File: src/rtl/kts_pkg.sv
// Package for the Kalman trajectory smoother: widths, constants, register indexes,
// state encodings and the control structs passed between the core and its lanes.
// No dependencies.
`timescale 1ns / 1ps

package kts_pkg;

    localparam int ACC_WIDTH_DEF = 48;
    localparam int DATA_W        = 32;
    localparam int NUM_AXES      = 3;
    localparam int FRAC_BITS     = 28;
    localparam int GAIN_W        = FRAC_BITS + 1;
    localparam int DEN_W         = DATA_W + 1;
    localparam int REM_W         = DATA_W + 2;
    localparam int PROD_W        = GAIN_W + DATA_W;
    localparam int DIV_STEPS     = GAIN_W;
    localparam int DIV_CNT_W     = $clog2(DIV_STEPS + 1);
    localparam int CFG_INDEX_W   = 8;

    localparam logic [CFG_INDEX_W-1:0] REG_PROCESS_NOISE = 8'd0;
    localparam logic [CFG_INDEX_W-1:0] REG_MEASURE_NOISE = 8'd1;

    localparam logic [DATA_W-1:0] PROCESS_NOISE_RST = 32'd53687;
    localparam logic [DATA_W-1:0] MEASURE_NOISE_RST = 32'd536870912;
    localparam logic [DATA_W-1:0] COV_ONE           = 32'd268435456;
    localparam logic [GAIN_W-1:0] GAIN_ONE          = 29'h1000_0000;

    typedef enum logic [2:0] {
        ST_IDLE,
        ST_GAIN,
        ST_MAG,
        ST_MUL,
        ST_UPD,
        ST_OUT
    } kts_state_t;

    typedef enum logic [1:0] {
        GS_IDLE,
        GS_PREP,
        GS_DIV,
        GS_COV
    } kts_gain_state_t;

    typedef struct packed {
        logic load;
        logic first;
        logic mag;
        logic mul;
        logic upd;
    } kts_lane_ctrl_t;

    typedef struct packed {
        logic start;
        logic init;
    } kts_gain_ctrl_t;

endpackage

File: src/rtl/kts_gain.sv
// Shared gain unit: predicted covariance, a bit-serial restoring divider for the
// gain and the covariance update. Depends on kts_pkg.
`timescale 1ns / 1ps

module kts_gain (
    input  logic                         aclk,
    input  logic                         aresetn,
    input  kts_pkg::kts_gain_ctrl_t      ctrl,
    input  logic [kts_pkg::DATA_W-1:0]   process_noise,
    input  logic [kts_pkg::DATA_W-1:0]   measure_noise,
    output logic [kts_pkg::GAIN_W-1:0]   gain,
    output logic                         done
);
    import kts_pkg::*;

    kts_gain_state_t         state_reg, state_next;
    logic [DATA_W-1:0]       cov_reg, cov_next;
    logic [DATA_W-1:0]       pp_reg, pp_next;
    logic [DEN_W-1:0]        den_reg, den_next;
    logic [REM_W-1:0]        rem_reg, rem_next;
    logic [GAIN_W-1:0]       quo_reg, quo_next;
    logic [DIV_CNT_W-1:0]    cnt_reg, cnt_next;
    logic [DATA_W:0]         pp_sum;
    logic [DATA_W-1:0]       pp_sat;
    logic [DEN_W-1:0]        den_sum;
    logic                    rem_ge;
    logic [REM_W-1:0]        rem_diff;
    logic [PROD_W-1:0]       cov_prod;

    assign pp_sum   = {1'b0, cov_reg} + {1'b0, process_noise};
    assign pp_sat   = pp_sum[DATA_W] ? {DATA_W{1'b1}} : pp_sum[DATA_W-1:0];
    assign den_sum  = {1'b0, pp_reg} + {1'b0, measure_noise};
    assign rem_ge   = rem_reg >= {1'b0, den_reg};
    assign rem_diff = rem_ge ? rem_reg - {1'b0, den_reg} : rem_reg;
    assign cov_prod = (GAIN_ONE - quo_reg) * pp_reg;

    assign gain = quo_reg;
    assign done = (state_reg == GS_COV);

    always_comb begin
        state_next = state_reg;
        cov_next   = cov_reg;
        pp_next    = pp_reg;
        den_next   = den_reg;
        rem_next   = rem_reg;
        quo_next   = quo_reg;
        cnt_next   = cnt_reg;
        case (state_reg)
            GS_IDLE: begin
                if (ctrl.init) begin
                    cov_next = COV_ONE;
                end
                if (ctrl.start) begin
                    pp_next    = pp_sat;
                    rem_next   = REM_W'(pp_sat);
                    state_next = GS_PREP;
                end
            end
            GS_PREP: begin
                den_next = den_sum;
                quo_next = '0;
                cnt_next = DIV_CNT_W'(DIV_STEPS);
                if (den_sum == '0) begin
                    state_next = GS_COV;
                end else begin
                    state_next = GS_DIV;
                end
            end
            GS_DIV: begin
                quo_next = {quo_reg[GAIN_W-2:0], rem_ge};
                rem_next = {rem_diff[REM_W-2:0], 1'b0};
                cnt_next = cnt_reg - 1'b1;
                if (cnt_reg == DIV_CNT_W'(1)) begin
                    state_next = GS_COV;
                end
            end
            GS_COV: begin
                cov_next   = cov_prod[FRAC_BITS +: DATA_W];
                state_next = GS_IDLE;
            end
            default: begin
                state_next = GS_IDLE;
            end
        endcase
    end

    always_ff @(posedge aclk) begin
        if (!aresetn) begin
            state_reg <= GS_IDLE;
            cov_reg   <= COV_ONE;
        end else begin
            state_reg <= state_next;
            cov_reg   <= cov_next;
        end
    end

    always_ff @(posedge aclk) begin
        pp_reg  <= pp_next;
        den_reg <= den_next;
        rem_reg <= rem_next;
        quo_reg <= quo_next;
        cnt_reg <= cnt_next;
    end

endmodule

File: config.mk
export PLATFORM = sky130hd
export DESIGN_NAME = kts_gain
export DESIGN_NICKNAME = d
export VERILOG_FILES = /design/src/rtl/kts_pkg.sv /design/src/rtl/kts_gain.sv
export SDC_FILE = /design/constraint.sdc
export NUM_CORES = 2
export LEC_CHECK = 0
export ABC_AREA = 0
export BUFFER_PORTS_ARGS = -buffer_cell sky130_fd_sc_hd__buf_2
export CELL_PAD_IN_SITES_DETAIL_PLACEMENT = 0
export CELL_PAD_IN_SITES_GLOBAL_PLACEMENT = 1
export CORE_MARGIN = 2
export CORE_UTILIZATION = 23
export CTS_CLUSTER_DIAMETER = 40
export DETAILED_ROUTE_END_ITERATION = 16
export PLACE_DENSITY_LB_ADDON = 0.1
export SLEW_MARGIN = 40
export SYNTH_ARGS = -nofsm -noshare
export SYNTH_HDL_FRONTEND = slang
export SYNTH_SLANG_ARGS = --single-unit
File: constraint.sdc
create_clock -name aclk -period 12.4 [get_ports aclk]
set_input_delay 1.24 -clock aclk [delete_from_list [all_inputs] [get_ports aclk]]
set_output_delay 1.24 -clock aclk [all_outputs]
set_load 0.02 [all_outputs]
==> impl_results.md <==
- Syn Std Cell Area: between 40000 and 50000 um2
- HP Class: flip-flop to flip-flop
- CTS Buffer Depth: 2
- EDFF count, synth: 133
- Met2 wire len: just over 80000 um
- FF-to-FF Start: gain[7]
- Register area: ~4700 um2
- Hold Fails Final Rpt: 0
- Register area share after synthesis: around 11%
- WL met1: 73950 um
- CP Max Fanout: 23
- Core area: 182500 um2
- Slowest CP cell: nor4_1
- Worst-margin pin slew: around 0.89 ns
- Top-count cell post-synth: inv_1
- Post-DP HPWL: about 130000 um
- Max-cap violations: 0
- Final min period: about 11 ns
- TritonCTS clock tree: built
- Grt ovf: 0
- Async SR Flop Fraction: 0%
- Synth top area share: between 30% and 40%
- Largest net degree at the start of global routing: 54
- Routability congestion estimate: between 0.8 and 0.9
- Htree depth: 4
- Max-Slew Margin vs Limit: around two fifths
- Number of global-route vias before repair: 34007
- Yosys reg bits: ~170
- Nets: ~5900
- Setup bufs post-CTS: 0
- Max Fclk: 93.90 MHz
- Synthesis-to-finish area growth: 10.42%
- Synth top cells by count: inv_1 (1037), fa_1 (839), nand2_1 (660)
- Residual DRC count: 0
- Multi-input gate area: approximately 33000 um2
- YS warnings: 0
- Initial Util: 23.07%
- Final Max Slew Viols: 0
- Crit path max-delay family: adder cells
- Crit path largest cell delay: 0.64 ns
- Cell mode on critical path: fa_1
- Syn Area/Cell: ~9.0 um2
- CP endpoint kind: flip-flop
- Top FF cell, synth: edfxtp_1
- Row cnt: ~160
- Fin crit share: roughly 86%
- Layout cells sized above 1: 6.595%
- RSZ-0062 raised after global routing: no
- Die height: between 400 and 500 um
- Clock root buffer: clkbuf_16
- Status: finished, final reports clean
- CTS sink count: 167
- Worst EP arrival: 11.07 ns
- Mapped Nets: roughly 6000
- Largest register FFs: 34
- Routed wire length: approximately 160000 um
- Worst path buffer plus inverter count: 5
- Initial antenna violation count: 17
- Num CTS Buffers: 17
- Clk Latency, worst-skew pair: between 0.4 and 0.5 ns
- DRT antenna net count: 0
- Die Area: ~190000 um2
- DRT iter0 DRCs: about 1500
- Layout Skew: around 0.015 ns
- Mapped Cells: between 4000 and 5000
- Setup TNS: 0 ns
- Post_cts resized: 0
- Via Count: around 30000
- Synth unique cells: 84
- Met3 wire len: 3325 um
- Avg WL per Cell: between 20 and 25 um
- DR pass1 iterations: 5
- Max Used Layer: met4
- Hold_buf cts: 0
- IO buf count: 97
- Worst-path clk slew: ~0.08 ns
- Die Wd: between 400 and 500 um
- Critical Path RT: 12.82 ns
- Hold Crit Start: cov_reg[25]
- Gr usage total: about 18%
- # IOs: 98
- Kind of critical path: flip-flop to flip-flop
- Worst setup SP type: flip-flop
- Via/cell ratio: between 4 and 5
- Final setup vio count: 0
- Top post-synthesis cells by area: fa_1 (40%), ha_1 (11%), edfxtp_1 (9.5%), inv_1 (9.2%), and2_1 (6.5%)
- First-pass GRT wire length: 239300 um
- Area leader, netlist: fa_1
- Worst setup path start: gain[7]
- # fillers: around 20000
[per-layer routing]
layer	vias up	track usage, %
met4	0	1.645
li1	14103	-
met3	35	1.054
met2	352	31.84
met5	-	0
met1	16257	24.04
[layout by cell type (no fill, tap or decap), types with 6 or more instances in the layout]
| cell | Yosys | final |
|---|---|---|
| a221o_1 | 6 | 6 |
| xor2_4 | 0 | 7 |
| buf_4 | 0 | 93 |
| a21oi_1 | 126 | 126 |
| nand4_1 | 17 | 17 |
| dfxtp_1 | 34 | 34 |
| fa_1 | 839 | 839 |
| nand3_1 | 20 | 20 |
| inv_1 | 1037 | 1037 |
| o21bai_1 | 18 | 17 |
| nand2b_1 | 38 | 37 |
| a211o_1 | 8 | 8 |
| nor2_1 | 94 | 92 |
| a211oi_1 | 7 | 7 |
| a31oi_1 | 27 | 26 |
| nor2b_1 | 24 | 24 |
| ha_1 | 363 | 361 |
| o21a_1 | 16 | 16 |
| clkbuf_16 | 0 | 17 |
| xnor2_2 | 0 | 16 |
| nand2_1 | 660 | 659 |
| xor2_1 | 47 | 40 |
| or3_1 | 8 | 8 |
| a22oi_1 | 9 | 9 |
| nor3_1 | 47 | 47 |
| buf_2 | 3 | 97 |
| o21ai_1 | 18 | 17 |
| o211ai_1 | 8 | 8 |
| o21ai_0 | 85 | 85 |
| edfxtp_1 | 133 | 133 |
| xnor2_1 | 96 | 78 |
| and3_1 | 16 | 16 |
| a21o_1 | 76 | 76 |
| nor4_1 | 10 | 10 |
| or2_2 | 17 | 17 |
| and2_1 | 438 | 436 |
[per-stage QoR]
stage	area [um2]	instances	util (%)	hold slack (ns)	worst slack (ns)
2_1_floorplan	42110	4669	-	0.4291	3.336
3_3_place_gp	45700	7016	25.04	0.4637	1.750
3_5_place_dp	45830	7023	25.11	0.4504	1.706
4_1_cts	46480	7055	25.47	0.4796	1.648
5_1_grt	46490	7055	25.47	0.4924	1.127
6_report	46500	7058	25.48	0.4722	1.750
[cells by family (layout without fill, tap and decap cells)]
kind of cell / after synthesis / after routing / share of synthesized area, %
other cells: 0 / 3 / 0
buf+inv: 1265 / 1266 / 11.31
flops: 167 / 167 / 11.10
compound gates: 460 / 460 / 7.000
mux: 9 / 9 / 0.2288
simple gates: 1422 / 1422 / 16.67
xor+xnor: 144 / 144 / 3.013
fa+ha+maj: 1202 / 1202 / 50.67
[worst paths after layout]
kind,endpoint,cells past startpoint,slack (ns)
setup / recovery,cov_reg[26],31,1.75
hold / removal,cov_reg[25],2,0.47
setup reg to reg,cov_reg[26],31,1.75
hold reg to reg,cov_reg[25],2,0.47
[layout make-up]
cell class	instances	share of cell area, %
clock buffer	18	0.9230
inverter	1037	8.372
antenna	3	0.01615
tap	2385	6.418
clock inverter	14	0.4763
multi-input combinational	3237	71.01
sequential	167	10.05
timing repair buffer	197	2.731
[tightest hold or removal path, cell delays in order (launching register included)]
cell and delay, ns:
dfxtp_1 0.34, nand2_1 0.05, o21ai_0 0.06
Power is left out: the tool's default activity adds up to more than one toggle a clock period on the data nets, which glitch-free logic cannot reach.
