===== config.mk =====
export PLATFORM = sky130hd
export DESIGN_NAME = kts_lane
export DESIGN_NICKNAME = d
export VERILOG_FILES = /design/src/rtl/kts_pkg.sv /design/src/rtl/kts_lane.sv
export SDC_FILE = /design/constraint.sdc
export NUM_CORES = 2
export LEC_CHECK = 0
export ABC_AREA = 0
export BUFFER_PORTS_ARGS = -buffer_cell sky130_fd_sc_hd__buf_2
export CAP_MARGIN = 20
export CORE_ASPECT_RATIO = 2
export CORE_MARGIN = 1
export CORE_UTILIZATION = 30
export DETAILED_ROUTE_END_ITERATION = 8
export SKIP_LAST_GASP = 1
export SLEW_MARGIN = 20
export SYNTH_ARGS = -nofsm -noshare
export SYNTH_HDL_FRONTEND = slang
export SYNTH_SLANG_ARGS = --single-unit
export TNS_END_PERCENT = 1

===== constraint.sdc =====
create_clock -name aclk -period 7.4 [get_ports aclk]
set_input_delay 0.37 -clock aclk [delete_from_list [all_inputs] [get_ports aclk]]
set_output_delay 0.37 -clock aclk [all_outputs]
set_load 0.02 [all_outputs]

===== src/rtl/kts_pkg.sv =====
// Package for the Kalman trajectory smoother: widths, constants, register indexes,
// state encodings and the control structs passed between the core and its lanes.
// No dependencies.
`timescale 1ns / 1ps

package kts_pkg;

    localparam int ACC_WIDTH_DEF = 48;
    localparam int DATA_W        = 32;
    localparam int NUM_AXES      = 3;
    localparam int FRAC_BITS     = 28;
    localparam int GAIN_W        = FRAC_BITS + 1;
    localparam int DEN_W         = DATA_W + 1;
    localparam int REM_W         = DATA_W + 2;
    localparam int PROD_W        = GAIN_W + DATA_W;
    localparam int DIV_STEPS     = GAIN_W;
    localparam int DIV_CNT_W     = $clog2(DIV_STEPS + 1);
    localparam int CFG_INDEX_W   = 8;

    localparam logic [CFG_INDEX_W-1:0] REG_PROCESS_NOISE = 8'd0;
    localparam logic [CFG_INDEX_W-1:0] REG_MEASURE_NOISE = 8'd1;

    localparam logic [DATA_W-1:0] PROCESS_NOISE_RST = 32'd53687;
    localparam logic [DATA_W-1:0] MEASURE_NOISE_RST = 32'd536870912;
    localparam logic [DATA_W-1:0] COV_ONE           = 32'd268435456;
    localparam logic [GAIN_W-1:0] GAIN_ONE          = 29'h1000_0000;

    typedef enum logic [2:0] {
        ST_IDLE,
        ST_GAIN,
        ST_MAG,
        ST_MUL,
        ST_UPD,
        ST_OUT
    } kts_state_t;

    typedef enum logic [1:0] {
        GS_IDLE,
        GS_PREP,
        GS_DIV,
        GS_COV
    } kts_gain_state_t;

    typedef struct packed {
        logic load;
        logic first;
        logic mag;
        logic mul;
        logic upd;
    } kts_lane_ctrl_t;

    typedef struct packed {
        logic start;
        logic init;
    } kts_gain_ctrl_t;

endpackage


===== src/rtl/kts_lane.sv =====
// One axis lane: trajectory accumulator, estimate update by the shared gain and
// the saturated corrected-motion result. Depends on kts_pkg.
`timescale 1ns / 1ps

module kts_lane #(
    parameter int ACC_WIDTH = kts_pkg::ACC_WIDTH_DEF
) (
    input  logic                               aclk,
    input  logic                               aresetn,
    input  kts_pkg::kts_lane_ctrl_t            ctrl,
    input  logic signed [kts_pkg::DATA_W-1:0]  motion,
    input  logic [kts_pkg::GAIN_W-1:0]         gain,
    output logic signed [kts_pkg::DATA_W-1:0]  fixed_val
);
    import kts_pkg::*;

    localparam logic signed [ACC_WIDTH+1:0] OUT_MAX = (ACC_WIDTH+2)'(32'sh7FFF_FFFF);
    localparam logic signed [ACC_WIDTH+1:0] OUT_MIN = (ACC_WIDTH+2)'(32'sh8000_0000);

    logic signed [ACC_WIDTH-1:0] traj_reg;
    logic signed [ACC_WIDTH-1:0] est_reg;
    logic signed [DATA_W-1:0]    motion_reg;
    logic [ACC_WIDTH-1:0]        mag_reg;
    logic                        up_reg;
    logic [PROD_W-1:0]           prod_lo_reg;
    logic [PROD_W-1:0]           prod_hi_reg;

    logic signed [ACC_WIDTH:0]   traj_sum;
    logic [ACC_WIDTH-1:0]        traj_clamped;
    logic signed [ACC_WIDTH:0]   diff;
    logic signed [ACC_WIDTH:0]   neg_diff;
    logic [63:0]                 mag_ext;
    logic [63:0]                 step_full;
    logic [ACC_WIDTH-1:0]        step;
    logic [ACC_WIDTH-1:0]        est_upd;
    logic signed [ACC_WIDTH+1:0] out_sum;

    assign traj_sum = {traj_reg[ACC_WIDTH-1], traj_reg}
                    + {{(ACC_WIDTH+1-DATA_W){motion[DATA_W-1]}}, motion};

    always_comb begin
        if (traj_sum[ACC_WIDTH] != traj_sum[ACC_WIDTH-1]) begin
            traj_clamped = traj_sum[ACC_WIDTH] ? {1'b1, {(ACC_WIDTH-1){1'b0}}}
                                               : {1'b0, {(ACC_WIDTH-1){1'b1}}};
        end else begin
            traj_clamped = traj_sum[ACC_WIDTH-1:0];
        end
    end

    assign diff     = {traj_reg[ACC_WIDTH-1], traj_reg} - {est_reg[ACC_WIDTH-1], est_reg};
    assign neg_diff = -diff;
    assign mag_ext  = 64'(mag_reg);

    assign step_full = 64'({prod_hi_reg, 4'b0000}) + 64'(prod_lo_reg >> FRAC_BITS);
    assign step      = step_full[ACC_WIDTH-1:0];
    assign est_upd   = up_reg ? est_reg + step : est_reg - step;

    assign out_sum = {{(ACC_WIDTH+2-DATA_W){motion_reg[DATA_W-1]}}, motion_reg}
                   + {{2{est_reg[ACC_WIDTH-1]}}, est_reg}
                   - {{2{traj_reg[ACC_WIDTH-1]}}, traj_reg};

    always_comb begin
        if (out_sum > OUT_MAX) begin
            fixed_val = 32'sh7FFF_FFFF;
        end else if (out_sum < OUT_MIN) begin
            fixed_val = 32'sh8000_0000;
        end else begin
            fixed_val = out_sum[DATA_W-1:0];
        end
    end

    always_ff @(posedge aclk) begin
        if (!aresetn) begin
            traj_reg <= '0;
            est_reg  <= '0;
        end else begin
            if (ctrl.load) begin
                traj_reg <= traj_clamped;
                if (ctrl.first) begin
                    est_reg <= '0;
                end
            end
            if (ctrl.upd) begin
                est_reg <= est_upd;
            end
        end
    end

    always_ff @(posedge aclk) begin
        if (ctrl.load) begin
            motion_reg <= motion;
        end
        if (ctrl.mag) begin
            up_reg  <= !diff[ACC_WIDTH];
            mag_reg <= diff[ACC_WIDTH] ? neg_diff[ACC_WIDTH-1:0] : diff[ACC_WIDTH-1:0];
        end
        if (ctrl.mul) begin
            prod_lo_reg <= mag_ext[31:0] * gain;
            prod_hi_reg <= mag_ext[63:32] * gain;
        end
    end

endmodule


==> results.sh <==
export IMPL_status="finished with violations"
export IMPL_violations="design-rule violations, negative setup slack"
export IMPL_min_path_cells=1
export IMPL_syn_instance_count=7942
export IMPL_r2r_start="mag_reg[13]$_DFFE_PP_"
export IMPL_yosysWarningCount=0
export IMPL_startpoint="mag_reg[13]$_DFFE_PP_"
export IMPL_critPathMaxFanout=6
export IMPL_grt_usage_pct=20.0
export IMPL_r2r_end="prod_lo_reg[60]$_DFFE_PP_"
export IMPL_synth_async_sr_flop_share_pct=0
export IMPL_antenna_found_initial=15
export IMPL_clockBufferDepth=3
export IMPL_ys_flop_type="edfxtp_1"
export IMPL_die_area_um2=233000
export IMPL_via_per_inst=5.01
export IMPL_fillerInstances=23800
export IMPL_nets=10100
export IMPL_htreeDepth=1
export IMPL_hold_start="motion[29]"
export IMPL_dp_hpwl_um=197000
export IMPL_grt_max_degree=77
export IMPL_clock_sinks=254
export IMPL_synth_edf_count=158
export IMPL_rsz0062_at_grt="true"
export IMPL_slowest_delay_ns=0.51
export IMPL_worstMarginPinSlew_ns=1.14
export IMPL_fin_hold_ws_ns=0.00252
export IMPL_clock_skew_final_ns=0.0447
export IMPL_yosysUniqueCellTypes=95
export IMPL_cts_root_buf="clkbuf_16"
export IMPL_syn_avg_cell_area_um2=8.74
export IMPL_port_buffers=99
export IMPL_routed_wl_um=231000
export IMPL_grt_pass1_wl_um=356000
export IMPL_slowest_stage="fa_1"
export IMPL_drc=6
export IMPL_setup_ws_ns=-0.844
export IMPL_netlist_top_cells_count="1496 x inv_1, 1231 x fa_1, 915 x nand2_1"
export IMPL_start_util_pct=30.2
export IMPL_syn_num_nets=9872
export IMPL_fp_dieH_um=682
export IMPL_setup_viol=34
export IMPL_wl_per_cell_um=20.7
export IMPL_io_pins=100
export IMPL_area_growth_pct=11.7
export IMPL_synth_most_common_cell="inv_1"
export IMPL_hold_path_endpoint="motion_reg[29]$_DFFE_PP_"
export IMPL_reg2reg_setup_slack_ns=-0.84
export IMPL_ant_nets=0
export IMPL_maxCapViolCount=0
export IMPL_crit_buf_inv=7
export IMPL_ys_seq_area_share_pct=9.60
export IMPL_min_period_over_period_pct=111
export IMPL_grt_pass1_vias=62400
export IMPL_drtIter0Drc=2844
export IMPL_yosys_register_bits=254
export IMPL_hp_class="primary input to register"
export IMPL_crit_top_cell="fa_1"
export IMPL_slew_headroom_pct=23.2
export IMPL_critPathLaunchType="register"
export IMPL_drive_gt1_share_pct=8.28
export IMPL_synth_largest_area_cell="fa_1"
export IMPL_grt_overflow=0
export IMPL_synthesis_area_um2=69400
export IMPL_reg2regPathDepth=29
export IMPL_end_kind="register"
export IMPL_crit_family="adder cells"
export IMPL_slew_viol_final=0
export IMPL_gp_congestion=0.958
export IMPL_max_freq_mhz=121
export IMPL_worstPathRequired_ns=7.78
export IMPL_layout_min_cycle_time_ns=8.24
export IMPL_die_w_um=342
export IMPL_finalHoldViolations=0
export IMPL_cts_tree="built"
export IMPL_clkLatencyLatePin_ns=0.67
export IMPL_row_count=249
export IMPL_yosys_area_top_type_share_pct=35.5
export IMPL_core_um2=230000
export IMPL_cts_buffers=31
export IMPL_synth_area_leaders="fa_1 35%, ha_1 11%, inv_1 8.1%, edfxtp_1 6.8%, and2_1 6.4%"
export IMPL_firstDrtPassIters=9
export IMPL_crit_type="register to register"
export IMPL_clkTransAtPathRegs_ns=0.07
export IMPL_via_count=56100
export IMPL_cp_arrival_ns=8.62
final cells by class:
| class | instances | area, um2 | share of cell area, % |
|---|---|---|---|
| clock buffer | 36 | 795 | 1.02 |
| timing repair buffer | 565 | 4590 | 5.91 |
| multi-input combinational | 5792 | 55800 | 72.0 |
| clock inverter | 21 | 282 | 0.363 |
| antenna | 9 | 22.5 | 0.0290 |
| inverter | 1497 | 5620 | 7.24 |
| sequential | 254 | 6670 | 8.59 |
| tap | 3012 | 3770 | 4.86 |
routing by layer:
layer / GRT usage, % / routed length, um
met4: 15.4 / 21100
met3: 1.67 / 8030
met1: 18.9 / 75000
met5: 0 / 51
met2: 39.0 / 127000
kinds of logic (layout without fill, tap and decap cells):
logic type      count (synthesis)  count (layout)  synth area share (%)
buf+inv                      1896            2119                  10.3
flops                         254             254                  9.60
other cells                     0               9                     0
simple gates                 2277            2277                  16.5
compound gates               1236            1236                  11.4
xor+xnor                      363             363                  4.60
fa+ha+maj                    1909            1909                  47.5
mux                             7               7                 0.103
how the worst max path moves through the flow:
stage / slack [ns] / endpoint / cells past startpoint
floorplan: 0.02 / prod_lo_reg[60]$_DFFE_PP_ / 31
global placement: -1.28 / prod_lo_reg[59]$_DFFE_PP_ / 29
detailed placement: -1.27 / prod_lo_reg[59]$_DFFE_PP_ / 29
CTS: -0.93 / prod_lo_reg[60]$_DFFE_PP_ / 30
global route: -1.04 / prod_lo_reg[60]$_DFFE_PP_ / 29
finish: -0.84 / prod_lo_reg[60]$_DFFE_PP_ / 29
what timing repair did:
action | 4_1_cts | 5_1_grt
buffers inserted | 7 | 7
resized for setup | 28 | 23
cloned | 0 | 1
endpoints found under the setup margin | 35 | 46
hold endpoints to repair | 29 | 0
pin swaps | 23 | 22
hold buffers | 29 | 0
metrics by stage:
step	area, um2	setup WS (ns)	util [%]	cells	TNS, ns
6_report	77600	-0.844	33.7	11200	-14.93
5_1_grt	77600	-1.04	33.7	11200	-25.06
4_1_cts	77400	-0.929	33.7	11200	-15.92
3_5_place_dp	75900	-1.27	33.0	11100	-26.60
3_3_place_gp	75900	-1.28	33.0	11100	-29.43
2_1_floorplan	69500	0.0208	-	7942	0
cells in the final DEF (no fill, tap or decap), types with 16 or more instances in the layout:
cell              n
o21a_1           61
a22oi_1          28
nor3_1           53
dfxtp_1          96
buf_2            97
clkbuf_16        32
dlygate4sd3_1    29
buf_4           392
a211oi_1         35
and4_1           16
edfxtp_1        158
o211ai_1         23
nand2_1         915
buf_12           37
o21ai_0         251
xnor2_1         223
and3_1           31
maj3_1           47
nor2_1          224
o31ai_1          26
nand4_1          60
xor2_1          138
nand3_1          60
nor2b_1          76
a21oi_1         356
nand2b_1         27
or2_2            17
inv_1          1490
ha_1            626
a21o_1          189
and2_1          712
fa_1           1217
or3_1            16
a31oi_1          49
nor4_1           22
o21bai_1         47
Power is left out: the tool's default activity adds up to more than one toggle a clock period on the data nets, which glitch-free logic cannot reach.
